==> src/rtl/printf_integer_field_formatter_top_macros.svh <==
// ---------------------------------------------------------------------------
// printf_integer_field_formatter_top_macros
// Assertion macros for the integer field formatter.
// ---------------------------------------------------------------------------
`ifndef PRINTF_INTEGER_FIELD_FORMATTER_TOP_MACROS_SVH
`define PRINTF_INTEGER_FIELD_FORMATTER_TOP_MACROS_SVH
`ifndef ASSERT_OFF
`define IFMT_ASSERT_IMP(lbl, a, b) \
    lbl: assert property (@(posedge clk) disable iff (!rst_n) (a) |-> (b)) \
        else $error("ifmt assertion failed");
`define IFMT_ASSERT_NXT(lbl, a, b) \
    lbl: assert property (@(posedge clk) disable iff (!rst_n) (a) |=> (b)) \
        else $error("ifmt assertion failed");
`else
`define IFMT_ASSERT_IMP(lbl, a, b)
`define IFMT_ASSERT_NXT(lbl, a, b)
`endif
`endif

==> src/rtl/ifmt_pkg.sv <==
// ---------------------------------------------------------------------------
// ifmt_pkg
// Shared types and constants of the integer field formatter.
// ---------------------------------------------------------------------------
package ifmt_pkg;

    localparam logic [2:0] KIND_LITERAL = 3'd0;
    localparam logic [2:0] KIND_SDEC    = 3'd1;
    localparam logic [2:0] KIND_UDEC    = 3'd2;
    localparam logic [2:0] KIND_HEXL    = 3'd3;
    localparam logic [2:0] KIND_HEXU    = 3'd4;
    localparam logic [2:0] KIND_PTR     = 3'd5;
    localparam logic [2:0] KIND_CHAR    = 3'd6;
    localparam logic [2:0] KIND_SHOWN   = 3'd7;

    localparam logic [1:0] SIZE_INT  = 2'd0;
    localparam logic [1:0] SIZE_HH   = 2'd1;
    localparam logic [1:0] SIZE_H    = 2'd2;
    localparam logic [1:0] SIZE_LONG = 2'd3;

    localparam int          RESULT_MAX = 48;
    localparam int          BCD_DIGITS = 20;
    localparam int          CONV_BITS  = 64;

    localparam logic [7:0] CH_SPACE   = 8'h20;
    localparam logic [7:0] CH_MINUS   = 8'h2d;
    localparam logic [7:0] CH_ZERO    = 8'h30;
    localparam logic [7:0] CH_PERCENT = 8'h25;
    localparam logic [7:0] CH_X_LOW   = 8'h78;
    localparam logic [7:0] CH_X_UP    = 8'h58;

    typedef struct packed {
        logic start;
        logic base16;
    } conv_req_t;

    function automatic logic [7:0] digit_char(input logic [3:0] nib, input logic upper);
        logic [7:0] c;
        begin
            if (nib < 4'd10)
                c = CH_ZERO + {4'd0, nib};
            else if (upper)
                c = 8'h37 + {4'd0, nib};
            else
                c = 8'h57 + {4'd0, nib};
            return c;
        end
    endfunction

endpackage

==> src/rtl/ifmt_bcd.sv <==
// ---------------------------------------------------------------------------
// ifmt_bcd
// Digit extraction unit: shift-add-3 binary to BCD, or nibble pass-through.
// ---------------------------------------------------------------------------
module ifmt_bcd
    import ifmt_pkg::*;
(
    input  logic                      clk,
    input  logic                      rst_n,
    input  conv_req_t                 req,
    input  logic [CONV_BITS-1:0]      mag,
    output logic                      done,
    output logic [4*BCD_DIGITS-1:0]   digits
);

    logic [CONV_BITS-1:0]    bin_reg, bin_next;
    logic [4*BCD_DIGITS-1:0] bcd_reg, bcd_next;
    logic [6:0]              cnt_reg, cnt_next;
    logic                    busy_reg, busy_next;
    logic                    done_reg, done_next;
    logic [4*BCD_DIGITS-1:0] adj;

    always_comb
    begin
        for (int i = 0; i < BCD_DIGITS; i++)
        begin
            if (bcd_reg[4*i +: 4] >= 4'd5)
                adj[4*i +: 4] = bcd_reg[4*i +: 4] + 4'd3;
            else
                adj[4*i +: 4] = bcd_reg[4*i +: 4];
        end
    end

    always_comb
    begin
        bin_next  = bin_reg;
        bcd_next  = bcd_reg;
        cnt_next  = cnt_reg;
        busy_next = busy_reg;
        done_next = 1'b0;
        if (req.start)
        begin
            if (req.base16)
            begin
                bcd_next  = {{(4*BCD_DIGITS-CONV_BITS){1'b0}}, mag};
                done_next = 1'b1;
            end
            else
            begin
                bin_next  = mag;
                bcd_next  = '0;
                cnt_next  = 7'(CONV_BITS);
                busy_next = 1'b1;
            end
        end
        else if (busy_reg)
        begin
            bcd_next = {adj[4*BCD_DIGITS-2:0], bin_reg[CONV_BITS-1]};
            bin_next = {bin_reg[CONV_BITS-2:0], 1'b0};
            cnt_next = cnt_reg - 7'd1;
            if (cnt_reg == 7'd1)
            begin
                busy_next = 1'b0;
                done_next = 1'b1;
            end
        end
    end

    always_ff @(posedge clk or negedge rst_n)
    begin
        if (!rst_n)
        begin
            busy_reg <= 1'b0;
            done_reg <= 1'b0;
            cnt_reg  <= '0;
        end
        else
        begin
            busy_reg <= busy_next;
            done_reg <= done_next;
            cnt_reg  <= cnt_next;
        end
    end

    always_ff @(posedge clk)
    begin
        bin_reg <= bin_next;
        bcd_reg <= bcd_next;
    end

    assign done   = done_reg;
    assign digits = bcd_reg;

endmodule

==> src/rtl/printf_integer_field_formatter_top.sv <==
// ---------------------------------------------------------------------------
// printf_integer_field_formatter_top
// Formats one parsed printf item into a stream of ASCII bytes.
// ---------------------------------------------------------------------------
// Input channel: in_valid / in_stall carries one item (kind, value, size,
// width, flags, character). in_stall is high while an item is in work.
// Output channel: out_valid / out_stall carries one byte per transaction,
// with last set on the final byte of the item.
// Decimal kinds run a shift-add-3 converter; the sequencer sees it finish
// in S_CONV, sizes the field in S_LEN, then emits one byte per cycle while
// the output is not stalled. Hex and pointer kinds skip the shift-add-3
// pass but still go through S_CONV and S_LEN.
// Literal, char and shown kinds go straight to emission.
// A stalled output holds its byte and the sequencer waits with it; the
// next item is taken once the last byte sits in the output register.
// Reset clears the sequencer and the output valid; no clearing pass.
// ---------------------------------------------------------------------------
`include "printf_integer_field_formatter_top_macros.svh"

module printf_integer_field_formatter_top
    import ifmt_pkg::*;
#(
    parameter int WIDTH_MAX = 48
)
(
    input  logic        clk,
    input  logic        rst_n,
    input  logic        in_valid,
    output logic        in_stall,
    input  logic [2:0]  kind,
    input  logic [63:0] value,
    input  logic [1:0]  size_code,
    input  logic [5:0]  field_width,
    input  logic        zero_pad,
    input  logic        alternate,
    input  logic [7:0]  character,
    output logic        out_valid,
    input  logic        out_stall,
    output logic [7:0]  out_byte,
    output logic        last
);

    localparam int          WCAP_I = (WIDTH_MAX < RESULT_MAX) ? WIDTH_MAX : RESULT_MAX;
    localparam logic [6:0]  WCAP   = 7'(WCAP_I);

    typedef enum logic [1:0] {S_IDLE, S_CONV, S_LEN, S_EMIT} state_t;

    state_t      state_reg;
    logic [2:0]  kind_reg;
    logic        neg_reg, upper_reg, min16_reg, zero_reg;
    logic [1:0]  plen_reg;
    logic [5:0]  wsat_reg, total_reg, lead_reg, pos_reg;
    logic [7:0]  ch_reg, vbyte_reg;
    logic [4:0]  count_reg;
    logic        out_valid_reg;
    logic [7:0]  out_byte_reg;
    logic        last_reg;

    logic        accept;
    logic [63:0] mask, narrowed, mag_c;
    logic        sign_c, neg_c, hex_c, numeric_c;
    logic [5:0]  wsat_c;
    conv_req_t   req;
    logic        conv_done;
    logic [4*BCD_DIGITS-1:0] digits;

    assign accept = in_valid && (state_reg == S_IDLE);
    assign in_stall = (state_reg != S_IDLE);

    always_comb
    begin
        unique case (size_code)
            SIZE_HH:   mask = 64'h0000_0000_0000_00ff;
            SIZE_H:    mask = 64'h0000_0000_0000_ffff;
            SIZE_LONG: mask = 64'hffff_ffff_ffff_ffff;
            default:   mask = 64'h0000_0000_ffff_ffff;
        endcase
        narrowed = value & mask;
        unique case (size_code)
            SIZE_HH:   sign_c = value[7];
            SIZE_H:    sign_c = value[15];
            SIZE_LONG: sign_c = value[63];
            default:   sign_c = value[31];
        endcase
        neg_c = (kind == KIND_SDEC) && sign_c;
        if (neg_c)
            mag_c = 64'd0 - (narrowed | ~mask);
        else if (kind == KIND_PTR)
            mag_c = value;
        else
            mag_c = narrowed;
        hex_c = (kind == KIND_HEXL) || (kind == KIND_HEXU) || (kind == KIND_PTR);
        numeric_c = (kind == KIND_SDEC) || (kind == KIND_UDEC) || hex_c;
        wsat_c = ({1'b0, field_width} > WCAP) ? WCAP[5:0] : field_width;
        req.start  = accept && numeric_c;
        req.base16 = hex_c;
    end

    ifmt_bcd u_bcd
    (
        .clk    (clk),
        .rst_n  (rst_n),
        .req    (req),
        .mag    (mag_c),
        .done   (conv_done),
        .digits (digits)
    );

    logic [4:0] cnt_c;
    logic [4:0] len_c;
    always_comb
    begin
        cnt_c = 5'd1;
        for (int i = 0; i < BCD_DIGITS; i++)
        begin
            if (digits[4*i +: 4] != 4'd0)
                cnt_c = 5'(i + 1);
        end
        if (min16_reg && cnt_c < 5'd16)
            cnt_c = 5'd16;
        len_c = cnt_c + {3'd0, plen_reg} + {4'd0, neg_reg};
    end

    logic [5:0] from_end, rel, rel2;
    logic [3:0] nib;
    logic [7:0] byte_c;
    logic       emit_go, is_last;
    always_comb
    begin
        from_end = total_reg - 6'd1 - pos_reg;
        rel      = pos_reg - lead_reg;
        rel2     = rel - {5'd0, neg_reg};
        nib      = digits[{from_end[4:0], 2'b00} +: 4];
        case (kind_reg)
            KIND_LITERAL: byte_c = ch_reg;
            KIND_CHAR:    byte_c = (from_end == 6'd0) ? vbyte_reg : CH_SPACE;
            KIND_SHOWN:   byte_c = (pos_reg == 6'd0) ? CH_PERCENT : ch_reg;
            default:
            begin
                if (from_end < {1'b0, count_reg})
                    byte_c = digit_char(nib, upper_reg);
                else if (pos_reg < lead_reg)
                    byte_c = CH_SPACE;
                else if (neg_reg && rel == 6'd0)
                    byte_c = CH_MINUS;
                else if (rel2 < {4'd0, plen_reg})
                    byte_c = (rel2 == 6'd0) ? CH_ZERO : (upper_reg ? CH_X_UP : CH_X_LOW);
                else
                    byte_c = CH_ZERO;
            end
        endcase
        emit_go = (state_reg == S_EMIT) && (!out_valid_reg || !out_stall);
        is_last = (from_end == 6'd0);
    end

    always_ff @(posedge clk or negedge rst_n)
    begin
        if (!rst_n)
        begin
            state_reg     <= S_IDLE;
            out_valid_reg <= 1'b0;
        end
        else
        begin
            if (out_valid_reg && !out_stall)
                out_valid_reg <= 1'b0;
            if (emit_go)
                out_valid_reg <= 1'b1;
            unique case (state_reg)
                S_IDLE:
                begin
                    if (accept)
                        state_reg <= numeric_c ? S_CONV : S_EMIT;
                end
                S_CONV:
                begin
                    if (conv_done)
                        state_reg <= S_LEN;
                end
                S_LEN:
                begin
                    state_reg <= S_EMIT;
                end
                S_EMIT:
                begin
                    if (emit_go && is_last)
                        state_reg <= S_IDLE;
                end
                default:
                begin
                    state_reg <= S_IDLE;
                end
            endcase
        end
    end

    always_ff @(posedge clk)
    begin
        if (accept)
        begin
            kind_reg  <= kind;
            neg_reg   <= neg_c;
            upper_reg <= (kind == KIND_HEXU);
            min16_reg <= (kind == KIND_PTR);
            zero_reg  <= zero_pad && numeric_c && (kind != KIND_PTR);
            if (kind == KIND_PTR)
                plen_reg <= 2'd2;
            else if ((kind == KIND_HEXL || kind == KIND_HEXU) && alternate
                     && narrowed != 64'd0)
                plen_reg <= 2'd2;
            else
                plen_reg <= 2'd0;
            wsat_reg  <= wsat_c;
            ch_reg    <= character;
            vbyte_reg <= value[7:0];
            pos_reg   <= '0;
            count_reg <= 5'd1;
            lead_reg  <= '0;
            case (kind)
                KIND_LITERAL: total_reg <= 6'd1;
                KIND_CHAR:    total_reg <= (wsat_c > 6'd1) ? wsat_c : 6'd1;
                KIND_SHOWN:   total_reg <= (character != 8'd0) ? 6'd2 : 6'd1;
                default:      total_reg <= 6'd1;
            endcase
        end
        if (state_reg == S_LEN)
        begin
            count_reg <= cnt_c;
            total_reg <= (wsat_reg > {1'b0, len_c}) ? wsat_reg : {1'b0, len_c};
            lead_reg  <= (!zero_reg && wsat_reg > {1'b0, len_c}) ?
                         (wsat_reg - {1'b0, len_c}) : 6'd0;
        end
        if (emit_go)
        begin
            out_byte_reg <= byte_c;
            last_reg     <= is_last;
            pos_reg      <= pos_reg + 6'd1;
        end
    end

    assign out_valid = out_valid_reg;
    assign out_byte  = out_byte_reg;
    assign last      = last_reg;

    `IFMT_ASSERT_NXT(a_busy_after_accept, accept, in_stall)
    `IFMT_ASSERT_IMP(a_last_leaves_emit, emit_go && is_last, state_reg == S_EMIT)
    `IFMT_ASSERT_IMP(a_count_nonzero, state_reg == S_EMIT, count_reg != 5'd0)
    `IFMT_ASSERT_NXT(a_conv_done_len, state_reg == S_CONV && conv_done, state_reg == S_LEN)

endmodule
==> config.mk <==
export PLATFORM = sky130hd
export DESIGN_NAME = printf_integer_field_formatter_top
export DESIGN_NICKNAME = d
export VERILOG_FILES = /design/src/rtl/ifmt_pkg.sv /design/src/rtl/ifmt_bcd.sv /design/src/rtl/printf_integer_field_formatter_top.sv
export VERILOG_INCLUDE_DIRS = /design/src /design/src/rtl
export SDC_FILE = /design/constraint.sdc
export NUM_CORES = 1
export LEC_CHECK = 0
export BUFFER_PORTS_ARGS = -buffer_cell sky130_fd_sc_hd__buf_4
export CAP_MARGIN = 40
export CORE_MARGIN = 3
export CORE_UTILIZATION = 50
export DETAILED_ROUTE_END_ITERATION = 8
export PLACE_DENSITY = 0.74
export SLEW_MARGIN = 20
export SYNTH_ARGS = -nofsm -noshare
export SYNTH_HDL_FRONTEND = slang
export SYNTH_SLANG_ARGS = --single-unit
==> constraint.sdc <==
create_clock -name clk -period 7.8 [get_ports clk]
set_input_delay 0.78 -clock clk [delete_from_list [all_inputs] [get_ports clk]]
set_output_delay 0.78 -clock clk [all_outputs]
set_load 0.02 [all_outputs]
# --- After elaboration in Yosys (flattened, before gate mapping) ---
# Index checks and enable logic that the tools add are counted.
totals:
  reg_bits: 219
  latchBits: 0
  ramBits: 0
  mem_bits_ro: 0
  in_bits: 89
  word_cells: 256
  mem_count: 0
classes:
  n_addsub: 33
  multipliers: 0
  n_div: 0
  n_lt_le_gt_ge: 28
  eq_ne: 21
  shift: 1
  muxes: 93
  bitwise: 3
  reduce_logical: 55
ops:
  columns: ["op", "n"]
  rows:
  - ["2-to-1 mux 64 bit", 6]
  - ["case mux 64 bit (3 select lines)", 1]
  - ["2-to-1 mux 80 bit", 2]
  - ["2-to-1 mux 5 bit", 21]
  - [">= comparator 4 x 3 -> 1 bit (second input constant)", 20]
  - ["variable part select 80 x 8 -> 4 bit", 1]
  - ["adder 4 x 2 -> 4 bit (second input constant)", 19]
  - ["2-to-1 mux 4 bit", 19]
  - ["nonzero test 4 bit", 19]
  - ["bitwise AND 64 bit", 1]
  - ["NOT 64 bit", 1]
  - ["bitwise OR 64 bit", 1]
  - ["nonzero test 64 bit", 1]
  - ["subtractor 1 x 64 -> 64 bit (first input constant)", 1]
  - ["2-to-1 mux 6 bit", 10]
  - ["2-to-1 mux 7 bit", 7]
  - ["2-to-1 mux 8 bit", 5]
  - ["logical NOT 6 bit", 4]
  - ["case mux 8 bit (3 select lines)", 1]
  - ["equality test 3 bit (second input constant)", 6]
  - ["adder 6 x 4 -> 7 bit (first input constant)", 2]
  - ["2-to-1 mux 2 bit", 7]
  - ["logical AND 1 bit", 13]
  - ["case mux 6 bit (2 select lines)", 1]
  - ["38 further kinds", 65]

# --- Longest topological paths before layout ---
# Gate-level depths: netlist of the first run.
logic_depth:
  depth_word: 29
  ltp_mapped: 22

# --- Cells and area by module ---
# From an unflattened synthesis of the first run, not the netlist that was laid out.
unflattened:
  hier_cells: 1597
  area_unflattened_um2: 15713.8
modules_own_cells:
  columns: ["mod", "instances", "cells_per_inst", "area_each_um2", "seq_area_each_um2"]
  rows:
  - ["ifmt_bcd", 1, 674, 8315.5, 4549.4]
  - ["printf_integer_field_formatter_top", 1, 923, 7398.3, 1936.9]

# --- Least setup slack after synthesis of the first run ---
# OpenSTA, ideal clock, no wires.
synth_timing:
  path_kind: "input -> register"
  from: "in in_valid"
  to: "reg u_bcd.cnt_reg[4]"
  arrival_ns: 6.786
  path_slack_ns: 0.937
  stages: 9
  path_cell_list: "and2_1 > clkbuf_1 > nand2_1 > nand2b_1 > nand2_1 > inv_1 > nand2_1 > or4_1 > a21oi_1"
synth_between:
  elab_chain_len: 4
  elab_cells_between_ends: 6
  cone_classes: "eq/ne: 1; mux: 1; reduce/logical: 4"
synth_lines:
  columns: ["element", "line_no", "rtl"]
  rows:
  - ["from (decl)", "printf_integer_field_formatter_top.sv:28", "input logic in_valid,"]
  - ["logical AND 1 bit (*)", "printf_integer_field_formatter_top.sv:67", "assign accept = in_valid && (state_reg == S_IDLE);"]
  - ["net accept", "printf_integer_field_formatter_top.sv:59", "logic accept;"]
  - ["logical AND 1 bit (*)", "printf_integer_field_formatter_top.sv:95", "req.start = accept && numeric_c;"]
  - ["inequality test 2 bit (no source line) or nonzero test 2 bit (tied branches)", null, null]
  - ["AND reduction 2 bit (no source line)", null, null]
  - ["to (signal assigned)", "ifmt_bcd.sv:81", "cnt_reg <= cnt_next;"]
  - ["to (decl)", "ifmt_bcd.sv:18", "logic [6:0] cnt_reg, cnt_next;"]
# The timed path passes the listed nets; every way through them passes the cells marked *.
# A chain may end at the register's enable or synchronous reset.

# --- Worst setup path in the final report of the first run ---
layout_timing:
  from: "reg u_bcd.bcd_reg[12], in the netlist u_bcd.digits[12]"
  to: "reg total_reg[3] (data pin)"
layout_between:
  elab_chain_len: 26
layout_lines:
  columns: ["element", "line_no", "rtl"]
  rows:
  - ["from (decl)", "ifmt_bcd.sv:17", "logic [4*BCD_DIGITS-1:0] bcd_reg, bcd_next;"]
  - ["from (signal assigned)", "ifmt_bcd.sv:88", "bcd_reg <= bcd_next;"]
  - ["nonzero test 4 bit (*)", "printf_integer_field_formatter_top.sv:116", "if (digits[4*i +: 4] != 4'd0)"]
  - ["2-to-1 mux 5 bit (*) (17 in a row)", "printf_integer_field_formatter_top.sv:116", null]
  - ["< comparator 5 bit", "printf_integer_field_formatter_top.sv:119", "if (min16_reg && cnt_c < 5'd16)"]
  - ["logical AND 1 bit", "printf_integer_field_formatter_top.sv:119", null]
  - ["2-to-1 mux 5 bit (*)", "printf_integer_field_formatter_top.sv:119", null]
  - ["net cnt_c[0]", "printf_integer_field_formatter_top.sv:109", "logic [4:0] cnt_c;"]
  - ["adder 5 x 2 -> 5 bit (*)", "printf_integer_field_formatter_top.sv:121", "len_c = cnt_c + {3'd0, plen_reg} + {4'd0, neg_reg};"]
  - ["adder 5 x 1 -> 5 bit (*)", "printf_integer_field_formatter_top.sv:121", null]
  - ["greater-than comparator 6 x 5 -> 1 bit", "printf_integer_field_formatter_top.sv:229", "total_reg <= (wsat_reg > {1'b0, len_c}) ? wsat_reg : {1'b0, len_c};"]
  - ["2-to-1 mux 6 bit (*)", "printf_integer_field_formatter_top.sv:229", null]
  - ["2-to-1 mux 6 bit (*)", "printf_integer_field_formatter_top.sv:226", "if (state_reg == S_LEN)"]
  - ["to (signal assigned)", "printf_integer_field_formatter_top.sv:221", "KIND_CHAR: total_reg <= (wsat_c > 6'd1) ? wsat_c : 6'd1;"]
  - ["to (signal assigned)", "printf_integer_field_formatter_top.sv:222", "KIND_SHOWN: total_reg <= (character != 8'd0) ? 6'd2 : 6'd1;"]
  - ["to (signal assigned)", "printf_integer_field_formatter_top.sv:229", null]
  - ["to (decl)", "printf_integer_field_formatter_top.sv:52", "logic [5:0] wsat_reg, total_reg, lead_reg, pos_reg;"]
# Marks and branches as above.

==> results of run 1 <==
==> per-stage QoR <==
| stage | std cells | worst slack, ps | hold slack (ps) | cell area, um^2 | util, % |
|---|---|---|---|---|---|
| 2_1_floorplan | 1631 | 937 | 477 | 15300 | - |
| 3_3_place_gp | 2070 | 3030 | 500 | 16400 | 54.7 |
| 3_5_place_dp | 2074 | 2910 | 511 | 16400 | 55.0 |
| 4_1_cts | 2124 | 2860 | 51.1 | 17400 | 58.1 |
| 5_1_grt | 2127 | 2470 | 61.0 | 17400 | 58.3 |
| 6_report | 2127 | 2800 | 65.8 | 17400 | 58.3 |
==> layout by cell type (no fill, tap or decap), drive strengths merged, types with 7 or more instances in the layout <==
master	instances
edfxtp	206
nand2	184
o21ai	153
nor2	149
a21oi	121
buf	119
inv	96
ha	81
nor3	58
xnor2	48
o22ai	39
clkbuf	37
nor3b	33
nand3	27
xor2	24
nor2b	24
nand2b	24
nor4	22
mux4	20
a211oi	18
a22oi	16
or3	16
o31ai	15
or4	15
and2	14
dfrtp	12
mux2i	11
a21o	9
a2bb2oi	9
o21a	8
a221oi	8
o21bai	7
a31oi	7
o41ai	7
o32ai	7
mux2	7
nand4	7
==> logic make-up (layout without fill, tap and decap cells) <==
family                   Yosys count  count (layout)
AND/OR/NAND/NOR                  606             606
multiplexers                      38              38
XOR/XNOR                          72              72
AO/OA/AOI/OAI                    454             454
flip-flops                       218             218
adder cells (fa/ha/maj)           85              85
buffers and inverters            158             264
==> per-layer routing <==
layer,routed length (um),global-route usage (%),vias to the layer above
met5,0,0,-
met4,1200,7.00,0
met3,3290,3.89,74
met2,19200,40.1,592
met1,18100,34.9,6233
li1,-,-,6219
==> how the worst max path moves through the flow <==
stage	slack, ps	endpoint	start	cells past startpoint
after floorplan	940	u_bcd.cnt_reg[4]$_DFFE_PN0P_	in_valid	9
after global placement	3030	total_reg[3]$_DFFE_PP_	u_bcd.digits[12]$_DFFE_PP_	22
after detailed placement	2910	total_reg[3]$_DFFE_PP_	u_bcd.digits[12]$_DFFE_PP_	22
after CTS	2860	total_reg[3]$_DFFE_PP_	u_bcd.digits[12]$_DFFE_PP_	22
after global routing	2470	total_reg[3]$_DFFE_PP_	u_bcd.digits[12]$_DFFE_PP_	22
final	2800	total_reg[3]$_DFFE_PP_	u_bcd.digits[12]$_DFFE_PP_	22
==> final cells by class <==
cell class / count / area [um^2]
Inverter: 95 / 357
Timing Repair Buffer: 119 / 981
Sequential cell: 218 / 6490
Multi-Input combinational cell: 1255 / 8180
Tap cell: 390 / 488
Fill cell: 2571 / 12400
Clock buffer: 37 / 753
Clock inverter: 13 / 180
==> power groups by stage <==
stage	sequential [uW]	combinational [uW]	clock, uW
after floorplan	2490	3040	0
after global placement	2580	3890	0
after detailed placement	2600	4060	0
after CTS	2580	4090	1330
after global routing	2660	4610	1380
final	2590	4130	1310
==> summary.md, run 1 <==
| Metric | Value |
|---|---|
| Critical-path top delay cell | `fa_1` |
| Switching power share of the total | `41.3%` |
| Async SR Flop Fraction | `under 10%` |
| Slew @ Worst Pin | `922 ps` |
| DR vias | `13,118` |
| First-pass DRT Iterations | `5` |
| Reg2reg end | `total_reg[3]$_DFFE_PP_` |
| Post-DRT Antenna Nets | `0` |
| CP endpoint kind | `register` |
| Post-layout min period | `5000 ps` |
| Pleak | `~0.0067 uW` |
| Largest family of logic cells by synthesized area | `simple AND/OR/NAND/NOR gates` |
| Synth warn | `0` |
| Max-slew violations | `0` |
| H-tree depth | `1` |
| Critical Path Start Type | `register` |
| Site row count | `63` |
| TritonCTS Buffers | `27` |
| Fmax | `between 150 and 200 MHz` |
| Power Internal | `4720 uW` |
| NetSw | `3320 uW` |
| IO Count | `100` |
| Total grt overflow | `0` |
| Worst EP arrival | `~5400 ps` |
| Drt via density | `6.17` |
| Residual DRC | `0` |
| Start of the worst register-to-register path | `u_bcd.digits[12]$_DFFE_PP_` |
| Clock latency on the worst-skew pair | `540 ps` |
| ANT cells | `0` |
| Post-DR wirelength/cell | `19.7 um` |
| # nets final | `about 1,900` |
| GP Congestion | `0.930` |
| Flop pwr share | `32.2%` |
| Mux cell area share after synthesis | `4.19%` |
| Crit path cell chain | `inv_1, ha_1, nor3b_1, o41ai_1, a21boi_0, o211ai_1, a21oi_1, o21ai_0, a31oi_1, ha_1, inv_1, fa_1, inv_1, fa_1, nor2b_1, o21ai_0, nand2b_1, a21oi_1, a31o_2, nand2_1, mux2_2, o21ai_0` |
| Largest cells by area after synthesis | `edfxtp_1 (41%), ha_1 (6.6%), o21ai_0 (4.9%), nand2_1 (4.5%), a21oi_1 (4.0%)` |
| R2R depth | `22` |
| Max Clock Skew | `14.8 ps` |
| Synth-to-Final Area Change | `14.2%` |
| XOR/XNOR share of the synthesized area | `~4.1%` |
| Distinct cells, synth | `74` |
| Pwr/cell area | `461 mW/mm^2` |
| Number of global-route vias before repair | `approximately 13,000` |
| IO Port Bufs | `99` |
| Most frequent cells after synthesis | `edfxtp_1 (206), nand2_1 (184), o21ai_0 (150), nor2_1 (149), a21oi_1 (121)` |
| Top Family by Delay on Critical Path | `compound AO/OA/AOI/OAI gates` |
| Die width | `181 um` |
| MaxCap Viol Count | `0` |
| CTS tree | `built` |
| Worst slew margin | `37.7%` |
| Mapped Cells | `approximately 1,600` |
| Setup violators final | `0` |
| Total Routed Length | `41,800 um` |
| Yosys top cell area share | `40.5%` |
| Post-synth EDFFs | `206` |
| Core area | `0.0299 mm^2` |
| Layout cells sized above 1 | `12.8%` |
| Min-delay worst type | `in2async` |
| Initial core utilization | `51.1%` |
| First-pass GRT wire length | `66,900 um` |
| DP HPWL | `approximately 31,000 um` |
| Sequential share of the synthesized area | `42.5%` |
| Max VDD drop | `0.274 mV` |
| Syn_nets | `1,805` |
| Largest area contributor in the netlist | `edfxtp_1` |
| Hold-fix buffers, CTS | `0` |
| Biggest cell delay along the critical path | `500 ps` |
| Largest net degree at the start of global routing | `91` |
| Avg Cell Area, Syn | `9.36 um^2` |
| Total Power | `8030 uW` |
| Synth Register Bits | `218` |
| Initial DRC count | `1,316` |
| Root buf cell | `clkbuf_16` |
| Chip height | `181 um` |
| Post-synth top flop | `edfxtp_1` |
| GR Util All Layers | `between 20% and 30%` |
| Post-CTS setup buffers | `0` |
| Synth Cell Area | `about 0.015 mm^2` |
| Flop2flop setup slack | `2800 ps` |
| Adder-cell share of the synthesized area | `7.17%` |
| CP Max Fanout | `5` |
| Final Cycle Share | `64.1%` |
| Number of flip-flops in the largest register | `80` |
| Final Hold Viols | `0` |
| Initial antenna violation count | `0` |
| Clock slew at reported path FFs | `~60 ps` |
| Post-synthesis compound-gate area fraction | `18.0%` |
| Status | `finished, final reports clean` |
| Die Area | `around 0.033 mm^2` |
| Most frequent cell after synthesis | `edfxtp_1` |
| Clk sinks | `218` |
| Comb power frac | `51.4%` |
| Crit path required time | `8180 ps` |
| Clock Power Share | `16.4%` |
| RSZ-0062 raised after global routing | `false` |
| Post-synthesis simple-gate area fraction | `20.0%` |
| Resized cells post-CTS | `0` |
| Setup TNS | `0 ps` |
| Worst Path Class, Setup | `reg2reg` |
| CP Buf/Inv Count | `3` |
| Clock Path Buffers | `3` |
Power figures use the tool's default switching activity.
==> run 2, diff against run 1 <==
ABC_AREA = 1   (was default)
PLACE_DENSITY = 0.76   (was 0.74)
clock period = 4.44 ns   (was 7.8 ns; I/O delays follow)
==> summary.md, run 2 <==
| Metric | Value |
|---|---|
| Status | `finished, final reports clean` |
| Core area | `0.0318 mm^2 (+6.4%)` |
| # nets final | `2,366 (+25%)` |
| Final Hold Viols | `0 (unchanged)` |
| Most frequent cells after synthesis | `nand2_1 (426), inv_1 (273), o21ai_0 (232), nor2_1 (215), edfxtp_1 (206)` |
| Max Clock Skew | `23.1 ps (+8.32 ps)` |
| Avg Cell Area, Syn | `7.73 um^2 (-17%)` |
| Setup violators final | `0 (unchanged)` |
| Post-Place Cells | `2,592 (+25%)` |
| Root buf cell | `clkbuf_16` |
| Most frequent cell after synthesis | `nand2_1` |
| Mapped Cells | `2,103 (+29%)` |
| Clk sinks | `218 (unchanged)` |
| Worst Path Class, Setup | `reg2reg` |
| Pwr/cell area | `784 mW/mm^2 (+70%)` |
| Site row count | `65 (+3.2%)` |
| Die width | `186 um (+3.1%)` |
| Largest net degree at the start of global routing | `136 (+49%)` |
| DR vias | `14,892 (+14%)` |
| First-pass DRT Iterations | `8 (+3)` |
| Largest area contributor in the netlist | `edfxtp_1` |
| Synth Register Bits | `218 (unchanged)` |
| GP Congestion | `0.945 (+1.6%)` |
| Most frequent cells in the layout | `nand2_1 (421), inv_1 (272), o21ai_0 (229), nor2_1 (212), edfxtp_1 (206)` |
| Post-layout min period | `4200 ps (-804 ps)` |
| TritonCTS Buffers | `26 (-3.7%)` |
| Distinct cells, synth | `60 (-19%)` |
| Drt via density | `5.63 (-8.8%)` |
| Max VDD drop | `0.810 mV (+200%)` |
| Slew @ Worst Pin | `788 ps (-134 ps)` |
| Clock Path Buffers | `3 (unchanged)` |
| Total grt overflow | `0 (unchanged)` |
| Hold_ws | `76.0 ps (+10.2 ps)` |
| Pleak | `0.00789 uW (+18%)` |
| Chip height | `186 um (+3.1%)` |
| Core Util, Final | `58.1% (-0.28 points)` |
| Worst slew margin | `47.5% (+9.8 points)` |
| Number of global-route vias before repair | `14,303 (+14%)` |
| MaxCap Viol Count | `0 (unchanged)` |
| CP endpoint kind | `register` |
| Final Cycle Share | `94.6% (+30 points)` |
| Clock slew at reported path FFs | `60 ps (about the same)` |
| IO Count | `100 (unchanged)` |
| Fmax | `238 MHz (+19%)` |
| Critical Path Start Type | `register` |
| Worst EP arrival | `4460 ps (-920 ps)` |
| DP HPWL | `34,700 um (+14%)` |
| Post-DRT Antenna Nets | `0 (unchanged)` |
| Initial antenna violation count | `0 (unchanged)` |
| Min-delay worst type | `in2reg` |
| Post-DR wirelength/cell | `17.5 um (-11%)` |
| ANT cells | `0 (unchanged)` |
| Synth-to-Final Area Change | `13.5%` |
| Synth warn | `0 (unchanged)` |
| Async SR Flop Fraction | `5.50% (unchanged)` |
| GR Util All Layers | `25.7% (+0.87 points)` |
| Yosys top cell area share | `38.0% (-2.5 points)` |
| Layout cells sized above 1 | `12.0% (-0.80 points)` |
| Total Routed Length | `46,200 um (+11%)` |
| Max-slew violations | `0 (unchanged)` |
| Clock latency on the worst-skew pair | `550 ps (about the same)` |
| Largest cells by area after synthesis | `edfxtp_1 (38%), nand2_1 (9.8%), o21ai_0 (7.1%), inv_1 (6.3%), ha_1 (6.2%)` |
| Die Area | `0.0347 mm^2 (+6.4%)` |
| CP Max Fanout | `5 (unchanged)` |
| Syn_nets | `2,277 (+26%)` |
| Sequential share of the synthesized area | `39.9% (-2.6 points)` |
| Post-synth EDFFs | `206 (unchanged)` |
| IO Port Bufs | `99 (unchanged)` |
| Post-route insts no fill | `2,647 (+24%)` |
| H-tree depth | `1 (unchanged)` |
| Post-synth top flop | `edfxtp_1` |
| Initial core utilization | `51.2% (+0.077 points)` |
| Number of flip-flops in the largest register | `80 (unchanged)` |
| Crit path required time | `4710 ps (-3470 ps)` |
| CTS tree | `built` |
| Synth Cell Area | `0.0163 mm^2 (+6.6%)` |
| Most common cell after layout, fill and taps aside | `nand2_1` |
| First-pass GRT wire length | `73,300 um (+9.6%)` |
| Residual DRC | `0 (unchanged)` |
| Initial DRC count | `1,416 (+7.6%)` |
==> run 2: cell type report <==
cell class | instances | area, um^2
clock buffer | 30 | 666
clock inverter | 18 | 211
fill | 2890 | 13300
inverter | 289 | 1090
multi-input combinational | 1530 | 8480
sequential | 218 | 6490
tap | 435 | 544
timing repair buffer | 127 | 981
==> run 2: worst max-delay path, cell delays in order (launching register included) <==
cell,delay (ps)
edfxtp_1,420
inv_1,110
ha_1,180
nand2_1,70
nor2_1,120
nand2_1,100
a31oi_1,320
o21bai_1,120
a31oi_1,160
o21ai_0,110
a21oi_1,240
ha_1,280
nand2_1,70
inv_1,40
o21ai_1,130
xnor2_1,190
ha_1,330
a21oi_2,170
o21ai_2,80
nand2_1,70
nand2_1,60
a21oi_2,180
nor2_2,60
buf_4,170
nand2_1,50
o221ai_1,90
==> run 2: kinds of logic after synthesis <==
logic type	Yosys count	synth area share, %
and+or+nand+nor	919	25.1
AOI/OAI and AO/OA	437	14.9
buffers and inverters	355	8.57
DFF	218	39.9
xor gates and xnor gates	89	4.84
adders and majority gates	85	6.72
==> run 2: path summary, 6_finish.rpt <==
| kind | startpoint | end | slack [ps] | cells after the start |
|---|---|---|---|---|
| worst max register to register | u_bcd.digits[16]$_DFFE_PP_ | total_reg[4]$_DFFE_PP_ | 240 | 25 |
| min in group asynchronous | rst_n | state_reg[1]$_DFFE_PN0P_ | 290 | 2 |
| worst min-delay path | character[1] | ch_reg[1]$_DFFE_PP_ | 80 | 1 |
| worst min register to register | u_bcd.cnt_reg[6]$_DFFE_PN0P_ | u_bcd.cnt_reg[6]$_DFFE_PN0P_ | 510 | 2 |
| worst max-delay path | u_bcd.digits[16]$_DFFE_PP_ | total_reg[4]$_DFFE_PP_ | 240 | 25 |
| max in group asynchronous | rst_n | u_bcd.cnt_reg[0]$_DFFE_PN0P_ | 3970 | 2 |
==> run 2: repair_timing <==
action | 4_1_cts | 5_1_grt
setup buffers | 0 | 6
resized for setup | 0 | 22
hold buffers | 1 | 0
hold endpoints to repair | 12 | 0
setup endpoints to repair | 0 | 11
==> run 2: per-stage QoR <==
step                TNS, ps  setup WS (ps)  area, um^2  power [uW]
detailed placement        0            194       17400       12000
global placement          0            246       17400       11700
CTS                       0            173       18300       14300
floorplan                 0            134       16300        9820
finish                    0            242       18500       14500
global route           -142          -50.2       18500       15700
==> run 2: per-layer routing <==
| layer | vias up | track usage (%) | wire length (um) |
|---|---|---|---|
| met5 | - | 0 | 0 |
| met4 | 0 | 9.77 | 1800 |
| met3 | 99 | 2.67 | 3380 |
| met2 | 608 | 42.0 | 21200 |
| met1 | 6893 | 35.4 | 19900 |
| li1 | 7292 | - | - |
==> run 2: power by group <==
group	switching (uW)	internal [uW]
Combinational	5120	2740
Sequential	612	3790
Clock	891	1320
==> run 3, diff against run 2 <==
CAP_MARGIN = default   (was 40)
PLACE_DENSITY = 0.7   (was 0.76)
==> summary.md, run 3 (synthesis results as in run 2) <==
| Metric | Value |
|---|---|
| Status | `finished, final reports clean` |
| Total Power | `14,400 uW (-0.38%)` |
| Layout cells sized above 1 | `12.0% (-0.029 points)` |
| IO Count | `100 (unchanged)` |
| Residual DRC | `0 (unchanged)` |
| Post-layout min period | `4120 ps (-80.1 ps)` |
| Fmax | `243 MHz (+1.9%)` |
| Min-delay worst type | `in2reg` |
| IO Port Bufs | `99 (unchanged)` |
| Critical-path top delay cell | `fa_2` |
| Critical Path Start Type | `register` |
| Final Hold Viols | `0 (unchanged)` |
| Setup TNS | `0 ps (unchanged)` |
| Largest net degree at the start of global routing | `107 (-21%)` |
| Core area | `0.0318 mm^2 (unchanged)` |
| Most frequent cells in the layout | `nand2_1 (423), inv_1 (269), o21ai_0 (229), nor2_1 (212), edfxtp_1 (206)` |
| Setup violators final | `0 (unchanged)` |
| GP Congestion | `0.973 (+3.0%)` |
| Clock latency on the worst-skew pair | `550 ps (about the same)` |
| Drt via density | `5.56 (-1.1%)` |
| Final Cycle Share | `92.8% (-1.8 points)` |
| Most common cell after layout, fill and taps aside | `nand2_1` |
| Site row count | `65 (unchanged)` |
| Synth-to-Final Area Change | `13.3%` |
| Clock slew at reported path FFs | `60 ps (about the same)` |
| CTS tree | `built` |
| Crit path required time | `4730 ps (+20 ps)` |
| Worst slew margin | `31.3% (-16 points)` |
| Worst Path Class, Setup | `reg2reg` |
| H-tree depth | `1 (unchanged)` |
| CP endpoint kind | `register` |
| Total grt overflow | `0 (unchanged)` |
| Top Family by Delay on Critical Path | `simple AND/OR/NAND/NOR gates` |
| Chip height | `186 um (unchanged)` |
| TritonCTS Buffers | `25 (-3.8%)` |
| Max-slew violations | `0 (unchanged)` |
| Biggest cell delay along the critical path | `530 ps (+110 ps)` |
| # nets final | `2,364 (-0.085%)` |
| Root buf cell | `clkbuf_16` |
| Core Util, Final | `57.9% (-0.11 points)` |
| Total Routed Length | `45,200 um (-2.2%)` |
| Die Area | `0.0347 mm^2 (unchanged)` |
| Max Clock Skew | `25.7 ps (+2.64 ps)` |
| Pwr/cell area | `782 mW/mm^2 (-0.18%)` |
| Clock Path Buffers | `3 (unchanged)` |
| Post-DRT Antenna Nets | `0 (unchanged)` |
| Area of the multi-input gates | `0.00847 mm^2 (-0.16%)` |
| Initial antenna violation count | `0 (unchanged)` |
| R2R depth | `34 (+36%)` |
| Clk sinks | `218 (unchanged)` |
| First-pass GRT wire length | `71,800 um (-2.0%)` |
| First-pass DRT Iterations | `7 (-1)` |
| Die width | `186 um (unchanged)` |
| CP Buf/Inv Count | `5 (+2)` |
| Levels on crit path | `34 (+36%)` |
| Slew @ Worst Pin | `1030 ps (+243 ps)` |
| Max VDD drop | `0.546 mV (-33%)` |
| DR vias | `14,707 (-1.2%)` |
| Critical Path Most Common Cell | `nand2_1` |
| CP Max Fanout | `5 (unchanged)` |
| RSZ-0062 raised after global routing | `true` |
| Sequential Area | `0.00649 mm^2 (unchanged)` |
| Filler cells | `2,902 (+0.42%)` |
| Number of flip-flops in the largest register | `80 (unchanged)` |
| Initial core utilization | `51.2% (unchanged)` |
| GR Util All Layers | `25.2% (-0.49 points)` |
| DP HPWL | `34,100 um (-1.6%)` |
| Hold_ws | `83.4 ps (+7.43 ps)` |
| MaxCap Viol Count | `0 (unchanged)` |
| Initial DRC count | `1,335 (-5.7%)` |
| ANT cells | `0 (unchanged)` |
| Pleak | `0.00786 uW (-0.38%)` |
| Hold depth | `1 (unchanged)` |
| Worst EP arrival | `4410 ps (-50 ps)` |
| Number of global-route vias before repair | `14,019 (-2.0%)` |
| Post-DR wirelength/cell | `17.1 um (-2.1%)` |
[run 3: changes by cell type in the layout (fill, tap and decap cells not counted), sizes merged]
cell	change
clkinvlp	+3
buf	-1
bufinv	+1
clkinv	-4
clkbuf	-2
[run 3: metrics by stage]
step / cells / area (um^2) / setup slack (ps)
floorplan: 2103 / 16300 / 134
global placement: 2593 / 17400 / 283
detailed placement: 2593 / 17400 / 203
CTS: 2640 / 18300 / 170
global route: 2644 / 18400 / -57.0
finish: 2644 / 18400 / 322
[run 3: area by class of cell]
class                           count  area share (%)
Clock buffer                       28            3.51
Clock inverter                     18            1.30
Inverter                          289            5.90
Multi-Input combinational cell   1530            46.0
Sequential cell                   218            35.2
Tap cell                          435            2.95
Timing Repair Buffer              126            5.15
[run 3: where the power goes]
group | internal (uW) | switching (uW) | total, uW
combinational | 2730 | 5040 | 7770
sequential | 3790 | 616 | 4410
clock | 1350 | 890 | 2240
[run 3: path summary, 6_finish.rpt]
kind                                             from                           end  slack, ps
min                                      character[4]           ch_reg[4]$_DFFE_PP_         80
max in group asynchronous                       rst_n          u_bcd.done$_DFF_PN0_       3990
min reg2reg                     out_valid$_DFFE_PN0P_         out_valid$_DFFE_PN0P_        510
max reg2reg                u_bcd.digits[12]$_DFFE_PP_        total_reg[0]$_DFFE_PP_        320
min in group asynchronous                       rst_n  u_bcd.cnt_reg[2]$_DFFE_PN0P_        270
max                        u_bcd.digits[12]$_DFFE_PP_        total_reg[0]$_DFFE_PP_        320
[run 3: layer usage]
metal  up-vias  global-route usage (%)  wire length [um]
met3        81                    2.61              3240
met4         0                    8.26              1400
met1      6821                    35.3             19800
met2       525                    41.3             20800
met5         -                       0                 0
li1       7280                       -                 -
[run 3: repair_timing]
item	4_1_cts	5_1_grt
resized for setup	0	23
buffers inserted	0	4
hold endpoints to repair	12	0
setup endpoints to repair	0	11
hold buffers	1	0
